**src/design/xsid_pkg.sv**
```systemverilog
`timescale 1ns / 1ps
// Shared types, codes and helper functions for the x86 subset decoder.
// No dependencies; used by xsid_step, the top level and the checker.

package xsid_pkg;

  // Parse phase codes
  localparam logic [2:0] PH_PREFIX  = 3'd0;
  localparam logic [2:0] PH_OPCODE  = 3'd1;
  localparam logic [2:0] PH_MODRM   = 3'd2;
  localparam logic [2:0] PH_OPC2    = 3'd3;
  localparam logic [2:0] PH_SSESKIP = 3'd4;
  localparam logic [2:0] PH_IMM     = 3'd5;

  localparam logic [4:0] REG_NONE = 5'd16;

  // Operation kinds
  localparam logic [5:0] K_UNKNOWN  = 6'd0;
  localparam logic [5:0] K_MOV_RR   = 6'd1;
  localparam logic [5:0] K_MOV_RI   = 6'd2;
  localparam logic [5:0] K_MOV_RM   = 6'd3;
  localparam logic [5:0] K_MOV_MR   = 6'd4;
  localparam logic [5:0] K_PUSH     = 6'd5;
  localparam logic [5:0] K_POP      = 6'd6;
  localparam logic [5:0] K_LEA      = 6'd7;
  localparam logic [5:0] K_ADD_RR   = 6'd8;
  localparam logic [5:0] K_ADD_RI   = 6'd9;
  localparam logic [5:0] K_SUB_RR   = 6'd10;
  localparam logic [5:0] K_SUB_RI   = 6'd11;
  localparam logic [5:0] K_AND_RI   = 6'd20;
  localparam logic [5:0] K_OR_RI    = 6'd22;
  localparam logic [5:0] K_XOR_RR   = 6'd23;
  localparam logic [5:0] K_XOR_RI   = 6'd24;
  localparam logic [5:0] K_CMP_RR   = 6'd29;
  localparam logic [5:0] K_CMP_RI   = 6'd30;
  localparam logic [5:0] K_TEST_RR  = 6'd31;
  localparam logic [5:0] K_JMP_REL  = 6'd33;
  localparam logic [5:0] K_JCC      = 6'd35;
  localparam logic [5:0] K_CALL_REL = 6'd36;
  localparam logic [5:0] K_RET      = 6'd38;
  localparam logic [5:0] K_MOVAPS   = 6'd39;
  localparam logic [5:0] K_MOVUPS   = 6'd40;
  localparam logic [5:0] K_ADDPS    = 6'd41;
  localparam logic [5:0] K_MULPS    = 6'd43;
  localparam logic [5:0] K_SYSCALL  = 6'd45;
  localparam logic [5:0] K_NOP      = 6'd46;
  localparam logic [5:0] K_INT3     = 6'd47;

  // Prefix bytes
  localparam logic [7:0] PFX_LOCK  = 8'hF0;
  localparam logic [7:0] PFX_REPNE = 8'hF2;
  localparam logic [7:0] PFX_REP   = 8'hF3;
  localparam logic [7:0] PFX_OPSZ  = 8'h66;
  localparam logic [7:0] PFX_ADSZ  = 8'h67;
  localparam logic [7:0] PFX_CS    = 8'h2E;
  localparam logic [7:0] PFX_DS    = 8'h3E;
  localparam logic [7:0] PFX_ES    = 8'h26;
  localparam logic [7:0] PFX_FS    = 8'h64;
  localparam logic [7:0] PFX_GS    = 8'h65;
  localparam logic [7:0] PFX_SS    = 8'h36;
  localparam logic [3:0] REX_HI    = 4'h4;

  // One-byte opcodes
  localparam logic [7:0] OP_PUSH      = 8'h50;
  localparam logic [7:0] OP_POP       = 8'h58;
  localparam logic [7:0] OP_MOV_IMM   = 8'hB8;
  localparam logic [7:0] OP_JCC8      = 8'h70;
  localparam logic [7:0] OP_ESC       = 8'h0F;
  localparam logic [7:0] OP_GRP83     = 8'h83;
  localparam logic [7:0] OP_NOP       = 8'h90;
  localparam logic [7:0] OP_RET       = 8'hC3;
  localparam logic [7:0] OP_INT3      = 8'hCC;
  localparam logic [7:0] OP_MOV_LOAD  = 8'h8B;
  localparam logic [7:0] OP_MOV_STORE = 8'h89;
  localparam logic [7:0] OP_ADD       = 8'h03;
  localparam logic [7:0] OP_SUB       = 8'h2B;
  localparam logic [7:0] OP_XOR       = 8'h33;
  localparam logic [7:0] OP_CMP       = 8'h3B;
  localparam logic [7:0] OP_TEST      = 8'h85;
  localparam logic [7:0] OP_LEA       = 8'h8D;
  localparam logic [7:0] OP_JMP8      = 8'hEB;
  localparam logic [7:0] OP_JMP32     = 8'hE9;
  localparam logic [7:0] OP_CALL      = 8'hE8;

  // Second opcode bytes after 0F
  localparam logic [7:0] OP2_JCC32   = 8'h80;
  localparam logic [7:0] OP2_SYSCALL = 8'h05;
  localparam logic [7:0] OP2_MOVAPS  = 8'h28;
  localparam logic [7:0] OP2_MOVUPS  = 8'h10;
  localparam logic [7:0] OP2_ADDPS   = 8'h58;
  localparam logic [7:0] OP2_MULPS   = 8'h59;

  typedef struct packed {
    logic [5:0] kind;
    logic [4:0] dst;
    logic [4:0] src;
    logic [3:0] cond;
    logic       flags;
  } rec_t;

  typedef struct packed {
    logic [2:0]  phase;
    logic [7:0]  count;
    logic [3:0]  rex;     // W,R,X,B
    logic [1:0]  pfx;     // bit1 rep, bit0 lock
    logic [7:0]  opcode;
    rec_t        rec;
    logic [63:0] acc;
    logic [3:0]  got;
    logic [3:0]  want;
  } st_t;

  typedef struct packed {
    logic        emit;
    logic        ok;
    logic [5:0]  kind;
    logic [4:0]  dst;
    logic [4:0]  src;
    logic [3:0]  cond;
    logic [63:0] imm;
    logic        lock;
    logic        rep;
    logic        wide;
    logic        flags;
    logic [7:0]  len;
  } res_t;

  // State at the start of every instruction
  function automatic st_t st_clear();
    st_t s;
    s.phase      = PH_PREFIX;
    s.count      = 8'd0;
    s.rex        = 4'd0;
    s.pfx        = 2'd0;
    s.opcode     = 8'd0;
    s.rec.kind   = K_UNKNOWN;
    s.rec.dst    = REG_NONE;
    s.rec.src    = REG_NONE;
    s.rec.cond   = 4'd0;
    s.rec.flags  = 1'b0;
    s.acc        = 64'd0;
    s.got        = 4'd0;
    s.want       = 4'd0;
    return s;
  endfunction

  // 0x83 group operation from ModRM.reg (no REX.R)
  function automatic logic [5:0] grp83_kind(input logic [2:0] reg3);
    logic [5:0] k;
    case (reg3)
      3'd0:    k = K_ADD_RI;
      3'd1:    k = K_OR_RI;
      3'd4:    k = K_AND_RI;
      3'd5:    k = K_SUB_RI;
      3'd6:    k = K_XOR_RI;
      3'd7:    k = K_CMP_RI;
      default: k = K_UNKNOWN;
    endcase
    return k;
  endfunction

  // Sign extension by immediate size in bytes (1 and 4 extend, else raw)
  function automatic logic [63:0] sext_imm(input logic [63:0] v, input logic [3:0] nbytes);
    logic [63:0] r;
    case (nbytes)
      4'd1:    r = {{56{v[7]}}, v[7:0]};
      4'd4:    r = {{32{v[31]}}, v[31:0]};
      default: r = v;
    endcase
    return r;
  endfunction

endpackage

```
**src/design/xsid_step.sv**
```systemverilog
`timescale 1ns / 1ps
// Per-byte parse step: next parse state and the decoded record for one code byte.
// Purely combinational; depends on xsid_pkg.

module xsid_step (
  input  xsid_pkg::st_t  st,
  input  logic [7:0]     code_byte,
  input  logic           end_of_code,
  output xsid_pkg::st_t  st_nxt,
  output xsid_pkg::res_t res
);

  xsid_pkg::st_t w;
  logic        opc_go;
  logic        imm_go;
  logic [3:0]  imm_want;
  logic        emit;
  logic        ok;
  logic [63:0] imm;
  logic [3:0]  extra;
  logic [7:0]  cnt_inc;
  logic [1:0]  modrm_mod;
  logic [2:0]  modrm_reg;
  logic [4:0]  reg_full;
  logic [4:0]  rm_full;
  logic [63:0] acc_w;
  logic [3:0]  got_n;
  logic [8:0]  len_sum;
  logic [7:0]  len_sat;

  // Byte count saturates at 255
  assign cnt_inc   = (st.count == 8'hFF) ? 8'hFF : st.count + 8'd1;
  assign modrm_mod = code_byte[7:6];
  assign modrm_reg = code_byte[5:3];
  assign reg_full  = {1'b0, st.rex[2], code_byte[5:3]};
  assign rm_full   = {1'b0, st.rex[0], code_byte[2:0]};

  // Immediate byte lands in the lane selected by the immediate bytes already received, little endian
  assign acc_w = st.acc | ({56'd0, code_byte} << {st.got[2:0], 3'b000});
  assign got_n = {1'b0, st.got[2:0]} + 4'd1;

  always_comb begin
    w        = st;
    opc_go   = 1'b0;
    imm_go   = 1'b0;
    imm_want = 4'd0;
    emit     = 1'b0;
    ok       = 1'b1;
    imm      = 64'd0;
    extra    = 4'd0;

    // Phase dispatch
    case (st.phase)
      xsid_pkg::PH_OPCODE: begin
        opc_go = 1'b1;
      end
      xsid_pkg::PH_MODRM: begin
        w.count = cnt_inc;
        emit    = 1'b1;
        case (st.opcode)
          xsid_pkg::OP_GRP83: begin
            emit        = 1'b0;
            w.rec.flags = 1'b1;
            w.rec.kind  = xsid_pkg::grp83_kind(modrm_reg);
            if (modrm_mod == 2'd3) begin
              w.rec.dst = rm_full;
            end
            imm_go   = 1'b1;
            imm_want = 4'd1;
          end
          xsid_pkg::OP_MOV_LOAD: begin
            w.rec.dst = reg_full;
            if (modrm_mod == 2'd3) begin
              w.rec.kind = xsid_pkg::K_MOV_RR;
              w.rec.src  = rm_full;
            end else begin
              w.rec.kind = xsid_pkg::K_MOV_RM;
            end
          end
          xsid_pkg::OP_MOV_STORE: begin
            w.rec.src = reg_full;
            if (modrm_mod == 2'd3) begin
              w.rec.kind = xsid_pkg::K_MOV_RR;
              w.rec.dst  = rm_full;
            end else begin
              w.rec.kind = xsid_pkg::K_MOV_MR;
            end
          end
          xsid_pkg::OP_LEA: begin
            w.rec.kind = xsid_pkg::K_LEA;
            w.rec.dst  = reg_full;
          end
          xsid_pkg::OP_TEST: begin
            w.rec.kind  = xsid_pkg::K_TEST_RR;
            w.rec.dst   = rm_full;
            w.rec.src   = reg_full;
            w.rec.flags = 1'b1;
          end
          default: begin
            // reg-reg ALU forms; anything else falls to compare
            if (st.opcode == xsid_pkg::OP_ADD) begin
              w.rec.kind = xsid_pkg::K_ADD_RR;
            end else if (st.opcode == xsid_pkg::OP_SUB) begin
              w.rec.kind = xsid_pkg::K_SUB_RR;
            end else if (st.opcode == xsid_pkg::OP_XOR) begin
              w.rec.kind = xsid_pkg::K_XOR_RR;
            end else begin
              w.rec.kind = xsid_pkg::K_CMP_RR;
            end
            w.rec.dst   = reg_full;
            w.rec.src   = rm_full;
            w.rec.flags = 1'b1;
          end
        endcase
      end
      xsid_pkg::PH_OPC2: begin
        w.count = cnt_inc;
        if (code_byte inside {[xsid_pkg::OP2_JCC32 : xsid_pkg::OP2_JCC32 + 8'd15]}) begin
          w.rec.kind = xsid_pkg::K_JCC;
          w.rec.cond = code_byte[3:0];
          imm_go     = 1'b1;
          imm_want   = 4'd4;
        end else begin
          case (code_byte)
            xsid_pkg::OP2_SYSCALL: begin
              w.rec.kind = xsid_pkg::K_SYSCALL;
              emit       = 1'b1;
            end
            xsid_pkg::OP2_MOVAPS, xsid_pkg::OP2_MOVUPS,
            xsid_pkg::OP2_ADDPS, xsid_pkg::OP2_MULPS: begin
              if (code_byte == xsid_pkg::OP2_MOVAPS) begin
                w.rec.kind = xsid_pkg::K_MOVAPS;
              end else if (code_byte == xsid_pkg::OP2_MOVUPS) begin
                w.rec.kind = xsid_pkg::K_MOVUPS;
              end else if (code_byte == xsid_pkg::OP2_ADDPS) begin
                w.rec.kind = xsid_pkg::K_ADDPS;
              end else begin
                w.rec.kind = xsid_pkg::K_MULPS;
              end
              // SSE ModRM byte is skipped unless code ends here
              if (end_of_code) begin
                emit = 1'b1;
              end else begin
                w.phase = xsid_pkg::PH_SSESKIP;
              end
            end
            default: begin
              emit = 1'b1;
            end
          endcase
        end
      end
      xsid_pkg::PH_SSESKIP: begin
        w.count = cnt_inc;
        emit    = 1'b1;
      end
      xsid_pkg::PH_IMM: begin
        w.acc = acc_w;
        w.got = got_n;
        if (got_n >= st.want) begin
          emit  = 1'b1;
          imm   = xsid_pkg::sext_imm(acc_w, st.want);
          extra = st.want;
        end else if (end_of_code) begin
          emit = 1'b1;
          // short REX.W mov keeps its first four bytes as imm32
          if (st.want == 4'd8 && got_n >= 4'd4) begin
            imm   = xsid_pkg::sext_imm(acc_w, 4'd4);
            extra = 4'd4;
          end
        end
      end
      default: begin
        // prefix phase
        if (code_byte inside {xsid_pkg::PFX_LOCK, xsid_pkg::PFX_REPNE, xsid_pkg::PFX_REP,
                              xsid_pkg::PFX_OPSZ, xsid_pkg::PFX_ADSZ, xsid_pkg::PFX_CS,
                              xsid_pkg::PFX_DS, xsid_pkg::PFX_ES, xsid_pkg::PFX_FS,
                              xsid_pkg::PFX_GS, xsid_pkg::PFX_SS}) begin
          if (code_byte == xsid_pkg::PFX_LOCK) begin
            w.pfx[0] = 1'b1;
          end
          if (code_byte == xsid_pkg::PFX_REPNE || code_byte == xsid_pkg::PFX_REP) begin
            w.pfx[1] = 1'b1;
          end
          w.count = cnt_inc;
          if (end_of_code) begin
            emit = 1'b1;
            ok   = 1'b0;
          end
        end else if (code_byte[7:4] == xsid_pkg::REX_HI) begin
          w.rex   = code_byte[3:0];
          w.count = cnt_inc;
          if (end_of_code) begin
            emit = 1'b1;
            ok   = 1'b0;
          end else begin
            w.phase = xsid_pkg::PH_OPCODE;
          end
        end else begin
          opc_go = 1'b1;
        end
      end
    endcase

    // Primary opcode byte
    if (opc_go) begin
      w.count  = cnt_inc;
      w.opcode = code_byte;
      if (code_byte inside {[xsid_pkg::OP_PUSH : xsid_pkg::OP_PUSH + 8'd7]}) begin
        w.rec.kind = xsid_pkg::K_PUSH;
        w.rec.src  = {1'b0, w.rex[0], code_byte[2:0]};
        emit       = 1'b1;
      end else if (code_byte inside {[xsid_pkg::OP_POP : xsid_pkg::OP_POP + 8'd7]}) begin
        w.rec.kind = xsid_pkg::K_POP;
        w.rec.dst  = {1'b0, w.rex[0], code_byte[2:0]};
        emit       = 1'b1;
      end else if (code_byte inside {[xsid_pkg::OP_MOV_IMM : xsid_pkg::OP_MOV_IMM + 8'd7]}) begin
        w.rec.kind = xsid_pkg::K_MOV_RI;
        w.rec.dst  = {1'b0, w.rex[0], code_byte[2:0]};
        imm_go     = 1'b1;
        imm_want   = w.rex[3] ? 4'd8 : 4'd4;
      end else if (code_byte inside {[xsid_pkg::OP_JCC8 : xsid_pkg::OP_JCC8 + 8'd15]}) begin
        w.rec.kind = xsid_pkg::K_JCC;
        w.rec.cond = code_byte[3:0];
        imm_go     = 1'b1;
        imm_want   = 4'd1;
      end else begin
        case (code_byte)
          xsid_pkg::OP_NOP: begin
            w.rec.kind = xsid_pkg::K_NOP;
            emit       = 1'b1;
          end
          xsid_pkg::OP_RET: begin
            w.rec.kind = xsid_pkg::K_RET;
            emit       = 1'b1;
          end
          xsid_pkg::OP_INT3: begin
            w.rec.kind = xsid_pkg::K_INT3;
            emit       = 1'b1;
          end
          xsid_pkg::OP_GRP83, xsid_pkg::OP_MOV_LOAD, xsid_pkg::OP_MOV_STORE,
          xsid_pkg::OP_ADD, xsid_pkg::OP_SUB, xsid_pkg::OP_XOR, xsid_pkg::OP_CMP,
          xsid_pkg::OP_TEST, xsid_pkg::OP_LEA: begin
            if (end_of_code) begin
              emit = 1'b1;
              ok   = 1'b0;
            end else begin
              w.phase = xsid_pkg::PH_MODRM;
            end
          end
          xsid_pkg::OP_JMP8: begin
            w.rec.kind = xsid_pkg::K_JMP_REL;
            imm_go     = 1'b1;
            imm_want   = 4'd1;
          end
          xsid_pkg::OP_JMP32: begin
            w.rec.kind = xsid_pkg::K_JMP_REL;
            imm_go     = 1'b1;
            imm_want   = 4'd4;
          end
          xsid_pkg::OP_CALL: begin
            w.rec.kind = xsid_pkg::K_CALL_REL;
            imm_go     = 1'b1;
            imm_want   = 4'd4;
          end
          xsid_pkg::OP_ESC: begin
            if (end_of_code) begin
              emit = 1'b1;
              ok   = 1'b0;
            end else begin
              w.phase = xsid_pkg::PH_OPC2;
            end
          end
          default: begin
            emit = 1'b1;
          end
        endcase
      end
    end

    // Immediate start; code ending here gives an empty immediate
    if (imm_go) begin
      if (end_of_code) begin
        emit = 1'b1;
      end else begin
        w.want  = imm_want;
        w.got   = 4'd0;
        w.acc   = 64'd0;
        w.phase = xsid_pkg::PH_IMM;
      end
    end
  end

  // Length with immediate bytes added, saturating
  assign len_sum = {1'b0, w.count} + {5'd0, extra};
  assign len_sat = len_sum[8] ? 8'hFF : len_sum[7:0];

  // Record; a failed decode reports only the prefixes
  always_comb begin
    res.emit  = emit;
    res.ok    = ok;
    res.kind  = ok ? w.rec.kind : xsid_pkg::K_UNKNOWN;
    res.dst   = ok ? w.rec.dst : xsid_pkg::REG_NONE;
    res.src   = ok ? w.rec.src : xsid_pkg::REG_NONE;
    res.cond  = ok ? w.rec.cond : 4'd0;
    res.imm   = ok ? imm : 64'd0;
    res.lock  = w.pfx[0];
    res.rep   = w.pfx[1];
    res.wide  = w.rex[3];
    res.flags = ok ? w.rec.flags : 1'b0;
    res.len   = ok ? len_sat : 8'd0;
  end

  assign st_nxt = emit ? xsid_pkg::st_clear() : w;

endmodule

```
**src/design/x86_subset_instruction_decoder.sv**
```systemverilog
`timescale 1ns / 1ps
// Top level of the streaming x86 subset decoder: input register, parse state, record register.
// Depends on xsid_pkg and xsid_step.

// Takes one code byte per request and can accept a new byte every cycle unless in_stall
// is high. Each byte is registered, parsed combinationally against the current parse
// state, and any completed instruction record is loaded into the output register. The
// output register is the only point of backpressure: a byte that completes an instruction
// waits in the input register while an older record is still stalled; bytes that only
// advance the parse keep flowing.

module x86_subset_instruction_decoder (
  input  logic               clk,
  input  logic               rst_n,
  input  logic               in_valid,
  output logic               in_stall,
  input  logic [7:0]         in_code_byte,
  input  logic               in_end_of_code,
  output logic               out_valid,
  input  logic               out_stall,
  output logic               out_decoded_ok,
  output logic [5:0]         out_instr_kind,
  output logic [4:0]         out_dest_register,
  output logic [4:0]         out_source_register,
  output logic [3:0]         out_branch_condition,
  output logic signed [63:0] out_immediate_value,
  output logic               out_lock_seen,
  output logic               out_rep_seen,
  output logic               out_wide_operand,
  output logic               out_sets_flags,
  output logic [7:0]         out_instr_length
);

  logic           in_vld_r;
  logic [7:0]     in_byte_r;
  logic           in_end_r;
  xsid_pkg::st_t  st_r;
  xsid_pkg::st_t  st_nxt;
  xsid_pkg::res_t step_res;
  logic           out_vld_r;
  xsid_pkg::res_t out_res_r;
  logic           consume;

  // Parse step
  xsid_step u_step (
    .st          (st_r),
    .code_byte   (in_byte_r),
    .end_of_code (in_end_r),
    .st_nxt      (st_nxt),
    .res         (step_res)
  );

  // Byte retires unless its record has nowhere to go
  assign consume  = in_vld_r && (!step_res.emit || !out_vld_r || !out_stall);
  assign in_stall = in_vld_r && !consume;

  // Input register
  always_ff @(posedge clk) begin
    if (!rst_n) begin
      in_vld_r <= 1'b0;
    end else if (!in_stall) begin
      in_vld_r <= in_valid;
    end
  end

  always_ff @(posedge clk) begin
    if (in_valid && !in_stall) begin
      in_byte_r <= in_code_byte;
      in_end_r  <= in_end_of_code;
    end
  end

  // Parse state
  always_ff @(posedge clk) begin
    if (!rst_n) begin
      st_r <= xsid_pkg::st_clear();
    end else if (consume) begin
      st_r <= st_nxt;
    end
  end

  // Output register
  always_ff @(posedge clk) begin
    if (!rst_n) begin
      out_vld_r <= 1'b0;
    end else if (consume && step_res.emit) begin
      out_vld_r <= 1'b1;
    end else if (!out_stall) begin
      out_vld_r <= 1'b0;
    end
  end

  always_ff @(posedge clk) begin
    if (consume && step_res.emit) begin
      out_res_r <= step_res;
    end
  end

  assign out_valid            = out_vld_r;
  assign out_decoded_ok       = out_res_r.ok;
  assign out_instr_kind       = out_res_r.kind;
  assign out_dest_register    = out_res_r.dst;
  assign out_source_register  = out_res_r.src;
  assign out_branch_condition = out_res_r.cond;
  assign out_immediate_value  = out_res_r.imm;
  assign out_lock_seen        = out_res_r.lock;
  assign out_rep_seen         = out_res_r.rep;
  assign out_wide_operand     = out_res_r.wide;
  assign out_sets_flags       = out_res_r.flags;
  assign out_instr_length     = out_res_r.len;

endmodule

```
**config.mk**
```make
export PLATFORM = sky130hd
export DESIGN_NAME = x86_subset_instruction_decoder
export DESIGN_NICKNAME = d
export VERILOG_FILES = /design/src/design/xsid_pkg.sv /design/src/design/xsid_step.sv /design/src/design/x86_subset_instruction_decoder.sv
export SDC_FILE = /design/constraint.sdc
export NUM_CORES = 1
export LEC_CHECK = 0
export ABC_AREA = 1
export BUFFER_PORTS_ARGS = -buffer_cell sky130_fd_sc_hd__buf_4
export CAP_MARGIN = 0
export CORE_ASPECT_RATIO = 1.25
export CORE_MARGIN = 5
export CORE_UTILIZATION = 30
export DETAILED_ROUTE_END_ITERATION = 10
export SYNTH_ARGS = -nofsm -noshare
export SYNTH_HDL_FRONTEND = slang
export SYNTH_HIERARCHICAL = 1
export SYNTH_SLANG_ARGS = --single-unit
```
**constraint.sdc**
```tcl
create_clock -name clk -period 4.9 [get_ports clk]
set_clock_uncertainty 0.15 [all_clocks]
set_input_delay 1.47 -clock clk [delete_from_list [all_inputs] [get_ports clk]]
set_output_delay 1.47 -clock clk [all_outputs]
set_load 0.03 [all_outputs]
```
==> impl_metrics.yaml, run 1 <==
global_route:
  grt_pass1_vias: 13368
  grt_use_total: 0.168
  grt_start_max_net_pins: 232
  grt_overflow: 0
  grt_antenna_before_repair: 0
  grt_pass1_wl_microns: 74400
clock_tree:
  tritoncts: "built"
  holdBufCountCts: 0
  ctsRootBufferMaster: "clkbuf_16"
  clock_sinks: 224
  cts.clk_slew.worst_paths_ps: 60
  clk_latency_ps: 550
  cts_buffers: 25
  htree_levels: 1
  ctsLongestPathBuffers: 3
layout:
  final_cell_mix: "nand2_1, nor2_1, a21oi_1, inv_1, nand3_1"
  final_common_cell: "nand2_1"
  diodes: 0
  final_util: 0.349
  layout-drive-gt1-share: 0.176
  area_delta_synth_final_pct: 15.0
  finish.net_count: 2104
place:
  globalplace.congestion: 0.904
  dpl.hpwl_microns: 32500
  numPortBuffers: 111
floorplanning:
  io_pins: 112
  die_y_microns: 257
  num_rows: 90
  start_util: 0.303
  die_w_microns: 208
  die-area_sq_um: 53400
  core_sq_um: 48300
logic_synthesis:
  netlist_instances: 2031
  syn-num-nets: 2055
  syn_area_sq_um: 14700
  ys_warn_count: 6
  syn_area_per_cell_sq_um: 7.22
setup_path:
  r2r_slack_ps: 820
  cp.arrival_ps: 3060
  crit_path_max_incr_delay_ps: 390
  slowest_stage: "dfxtp_2"
  r2r_cells: 15
  crit_type: "flop to output port"
  path_cells: "ha_1 -> xnor2_1 -> inv_1 -> ha_1 -> nand4_1 -> nand3_1 -> o21ai_0 -> nand4_2 -> nor2_4 -> nand3_4 -> nand3_4 -> nor2_2 -> buf_4"
  r2r-start: "st_r[4]"
  r2r_end: "st_r[116]"
  crit_buf_inv: 2
  end_kind: "output port"
  required_ps: 3280
  cp-start-kind: "flop"
  cp_top_family: "simple AND/OR/NAND/NOR gates"
  worst-path-max-fanout: 11
flow_run:
  drv_cap: 0
route:
  wl_per_cell_microns: 17.3
  drtPass1Iterations: 7
  detail-route-antenna-nets: 0
  vias: 13857
  routed_wl_microns: 47300
  drtIter0Drc: 1013
  drc: 0
  viasPerCell: 5.05
sta:
  rsz0062_at_grt: "false"
  fmax_mhz: 214
  finalCritPeriodShare: 0.955
  setup_violations: 0
  worstMarginPinSlew_ps: 1470
  totalNegativeSetupSlack_ps: 0
  finalHoldViolations: 0
  maxSlewHeadroom: 0.0174
  final-max-slew-violation-count: 0
  period_needed_ps: 4680
power:
  p_per_area_nw_per_um2: 328
  power_leakage_nw: 6.45
  peakVddDrop_mv: 0.202
  power_w: 0.00552
outcome:
  status: "finished clean"
worst_hold_path:
  whs_endpoint: "st_r[86]"
  hold-path-cell-count: 2
  hold_start: "st_r[86]"
  hp-class: "flop to flop"
==> worst register-to-register path, cell delays in order, from the launching register on <==
cell,delay (ps)
dfxtp_2,390
ha_1,240
xnor2_1,250
inv_1,80
ha_1,300
nand4_1,100
nand3_1,100
o21ai_0,320
nand4_2,180
nor2_4,130
nand3_4,80
nand3_4,110
buf_12,480
nand3_1,860
nand2_1,150
nor2_1,50
==> power by group <==
| part | total [W] | internal [W] | switching (W) |
|---|---|---|---|
| clock | 0.00208 | 0.00126 | 0.000826 |
| combinational | 0.00124 | 0.000382 | 0.000859 |
| sequential | 0.00220 | 0.00210 | 0.0000996 |
| total | 0.00552 | 0.00373 | 0.00178 |
==> per-layer routing <==
metal  part of all wire  GRT usage  wire [microns]  up-vias
met5                  0          0               0        -
met4              0.035     0.0590            1680        0
met3              0.050     0.0214            2350      103
met2               0.51      0.308           24000      401
met1               0.41      0.203           19300     6552
li1                   -          -               -     6801
==> final cells by class <==
class	instances	area (sq um)
fill	5091	31500
multi-input combinational	1440	7470
sequential	224	5550
timing repair buffer	160	1260
inverter	229	871
tap	644	806
clock buffer	28	637
clock inverter	17	251
==> state kept, by name, indices dropped and copies added, names as in the netlist <==
register and count:
out_decoded_ok 1, out_instr_length 8, in_vld_r 1, st_r 116, out_sets_flags 1, in_byte_r 8, out_valid 1, out_lock_seen 1
out_instr_kind 6, out_dest_register 5, in_end_r 1, out_branch_condition 4, out_rep_seen 1, out_immediate_value 64, out_source_register 5, out_wide_operand 1
==> how the worst max path moves through the flow <==
stage	from	end	slack, ps	depth (start not counted)
after floorplan	st_r[4]	out_branch_condition[0]	160	14
after global placement	in_byte_r[3]	in_stall	660	13
after detailed placement	in_byte_r[3]	in_stall	690	13
after CTS	st_r[4]	in_stall	90	13
after global routing	in_byte_r[4]	in_stall	3	11
final	st_r[4]	in_stall	220	13
==> metrics by stage <==
stage / hold slack (ps) / cells / worst slack (ps) / instance area [sq um]
global placement: 297 / 2691 / 659 / 15900
floorplan: 280 / 2031 / 164 / 14700
CTS: 321 / 2736 / 86.7 / 16800
global route: 356 / 2742 / 3.40 / 16800
finish: 318 / 2742 / 221 / 16800
detailed placement: 304 / 2691 / 690 / 15900
==> timing repair <==
item | in CTS | in global routing
buffers inserted | 0 | 6
resized for setup | 0 | 1
setup endpoints to repair | 0 | 1
Power figures use the tool's default switching activity.
==> inputs of run 2 (changes only) <==
Settings changed: ABC_AREA 1 to not set, HOLD_SLACK_MARGIN set to 0.15.
==> impl_metrics.yaml, run 2 <==
outcome:
  status: "finished clean"
route:
  wl_per_cell_microns: 18.9
  viasPerCell: 5.35
  drtPass1Iterations: 5
  drc: 0
  routed_wl_microns: 41600
  drtIter0Drc: 793
  vias: 11746
  detail-route-antenna-nets: 0
sta:
  fin_hold_ws_ps: 314
  period_needed_ps: 4720
  finalCritPeriodShare: 0.964
  final-max-slew-violation-count: 0
  totalNegativeSetupSlack_ps: 0
  finalHoldViolations: 0
  fmax_mhz: 212
  setup_violations: 0
  worstMarginPinSlew_ps: 1120
  maxSlewHeadroom: 0.251
  rsz0062_at_grt: "false"
logic_synthesis:
  syn_area_per_cell_sq_um: 8.84
  syn_area_sq_um: 13600
  syn-num-nets: 1568
  ys_warn_count: 6
  netlist_instances: 1544
power:
  p_switching_w: 0.00124
  p_int_w: 0.00327
  p_per_area_nw_per_um2: 282
  seq_power_share: 0.453
  peakVddDrop_mv: 0.239
  power_leakage_nw: 5.21
  clkPwrFrac: 0.421
  comb_power_share: 0.126
  switching_share: 0.276
layout:
  final_area_sq_um: 16000
  top_register: "st_r"
  finalNonFillerCells: 2197
  final_cell_mix: "nand2_1, a21oi_1, buf_4, mux2i_1, dfxtp_1"
  final_util: 0.355
  finish.net_count: 1624
  area_delta_synth_final_pct: 17.4
  final_common_cell: "nand2_1"
  largest_reg_flops: 116
  diodes: 0
  layout-drive-gt1-share: 0.217
place:
  dpl_cell_area_sq_um: 15100
  globalplace.congestion: 0.897
  placed_cells: 2140
  numPortBuffers: 111
  dpl.hpwl_microns: 28300
clock_tree:
  ctsRootBufferMaster: "clkbuf_16"
  ctsLongestPathBuffers: 3
  holdBufCountCts: 0
  cts_buffers: 25
  clock_sinks: 224
  clk_latency_ps: 550
  tritoncts: "built"
  htree_levels: 1
  cts.clk_slew.worst_paths_ps: 60
global_route:
  grt_overflow: 0
  grt_antenna_before_repair: 0
  grt_pass1_vias: 11305
  grt_start_max_net_pins: 95
  grt_pass1_wl_microns: 64700
  grt_use_total: 0.158
setup_path:
  cp-start-kind: "flop"
  worst-path-max-fanout: 7
  crit_type: "flop to output port"
  end_kind: "output port"
  cp.arrival_ps: 3100
  required_ps: 3280
floorplanning:
  die_y_microns: 248
  die_w_microns: 201
  start_util: 0.303
  io_pins: 112
  num_rows: 87
  die-area_sq_um: 49900
  core_sq_um: 45100
flow_run:
  drv_cap: 0
worst_hold_path:
  hp-class: "flop to flop"
[run 2: cell types whose count changed in the layout (fill, tap and decap cells not counted), moves of 15 or more]
cell | before | now
inv_1 | 205 | 22
nand3_1 | 190 | 30
a21oi_2 | 37 | 1
o21ai_0 | 64 | 29
mux2i_1 | 0 | 123
nor2_4 | 75 | 0
and2_1 | 1 | 16
nand2_1 | 345 | 265
nor2_1 | 289 | 52
a21o_1 | 0 | 41
nor3_2 | 2 | 91
nand3b_1 | 21 | 4
inv_2 | 18 | 0
[run 2: metal layers]
metal | up-vias | GRT usage | share of wire
li1 | 5693 | - | -
met1 | 5669 | 0.196 | 0.42
met2 | 307 | 0.283 | 0.50
met3 | 77 | 0.0198 | 0.047
met4 | 0 | 0.0515 | 0.031
met5 | - | 0 | 0
[run 2: area by class of cell]
class                   instances  area [sq um]
clock buffers                  29           661
well taps                     578           723
repair buffers                176          1400
multi-input cells            1151          7440
inverters                      22          82.6
flip-flops and latches        224          5550
fillers                      4651         29000
clock inverters                17           158
[run 2: per-stage QoR]
step,total power [W],worst slack [ps]
2_1_floorplan,0.00246,648
3_3_place_gp,0.00264,490
3_5_place_dp,0.00264,403
4_1_cts,0.00456,12.2
5_1_grt,0.00468,2.82
6_report,0.00451,176
[run 2: timing repair]
item                       in CTS  in global routing
buffers inserted                3                  8
gates cloned                    0                  0
setup endpoints to repair       1                  1
gates resized for setup         3                 10
pin swaps                       0                  1
[run 2: critical path, stage by stage (launching register included)]
cell      delay, ps
edfxtp_1        500
or4_1           600
a211oi_2        240
nor3_1          120
a311oi_2        380
o311a_1         250
nand2_1         110
nand2_1         120
nor2_2           60
buf_4           170
[run 2: path summary, 6_finish.rpt]
kind	endpoint	start	depth (start not counted)	slack (ps)
max	in_stall	in_byte_r[1]	9	180
max reg2reg	out_instr_length[6]	st_r[5]	15	680
min reg2reg	st_r[91]	st_r[91]	2	310
min	st_r[91]	st_r[91]	2	310
[run 2: power by group through the flow]
stage / clock, W / combinational [W] / sequential (W)
floorplan: 0 / 0.000281 / 0.00218
global placement: 0 / 0.000557 / 0.00209
detailed placement: 0 / 0.000558 / 0.00209
CTS: 0.00196 / 0.000562 / 0.00205
global route: 0.00203 / 0.000602 / 0.00205
finish: 0.00190 / 0.000569 / 0.00204
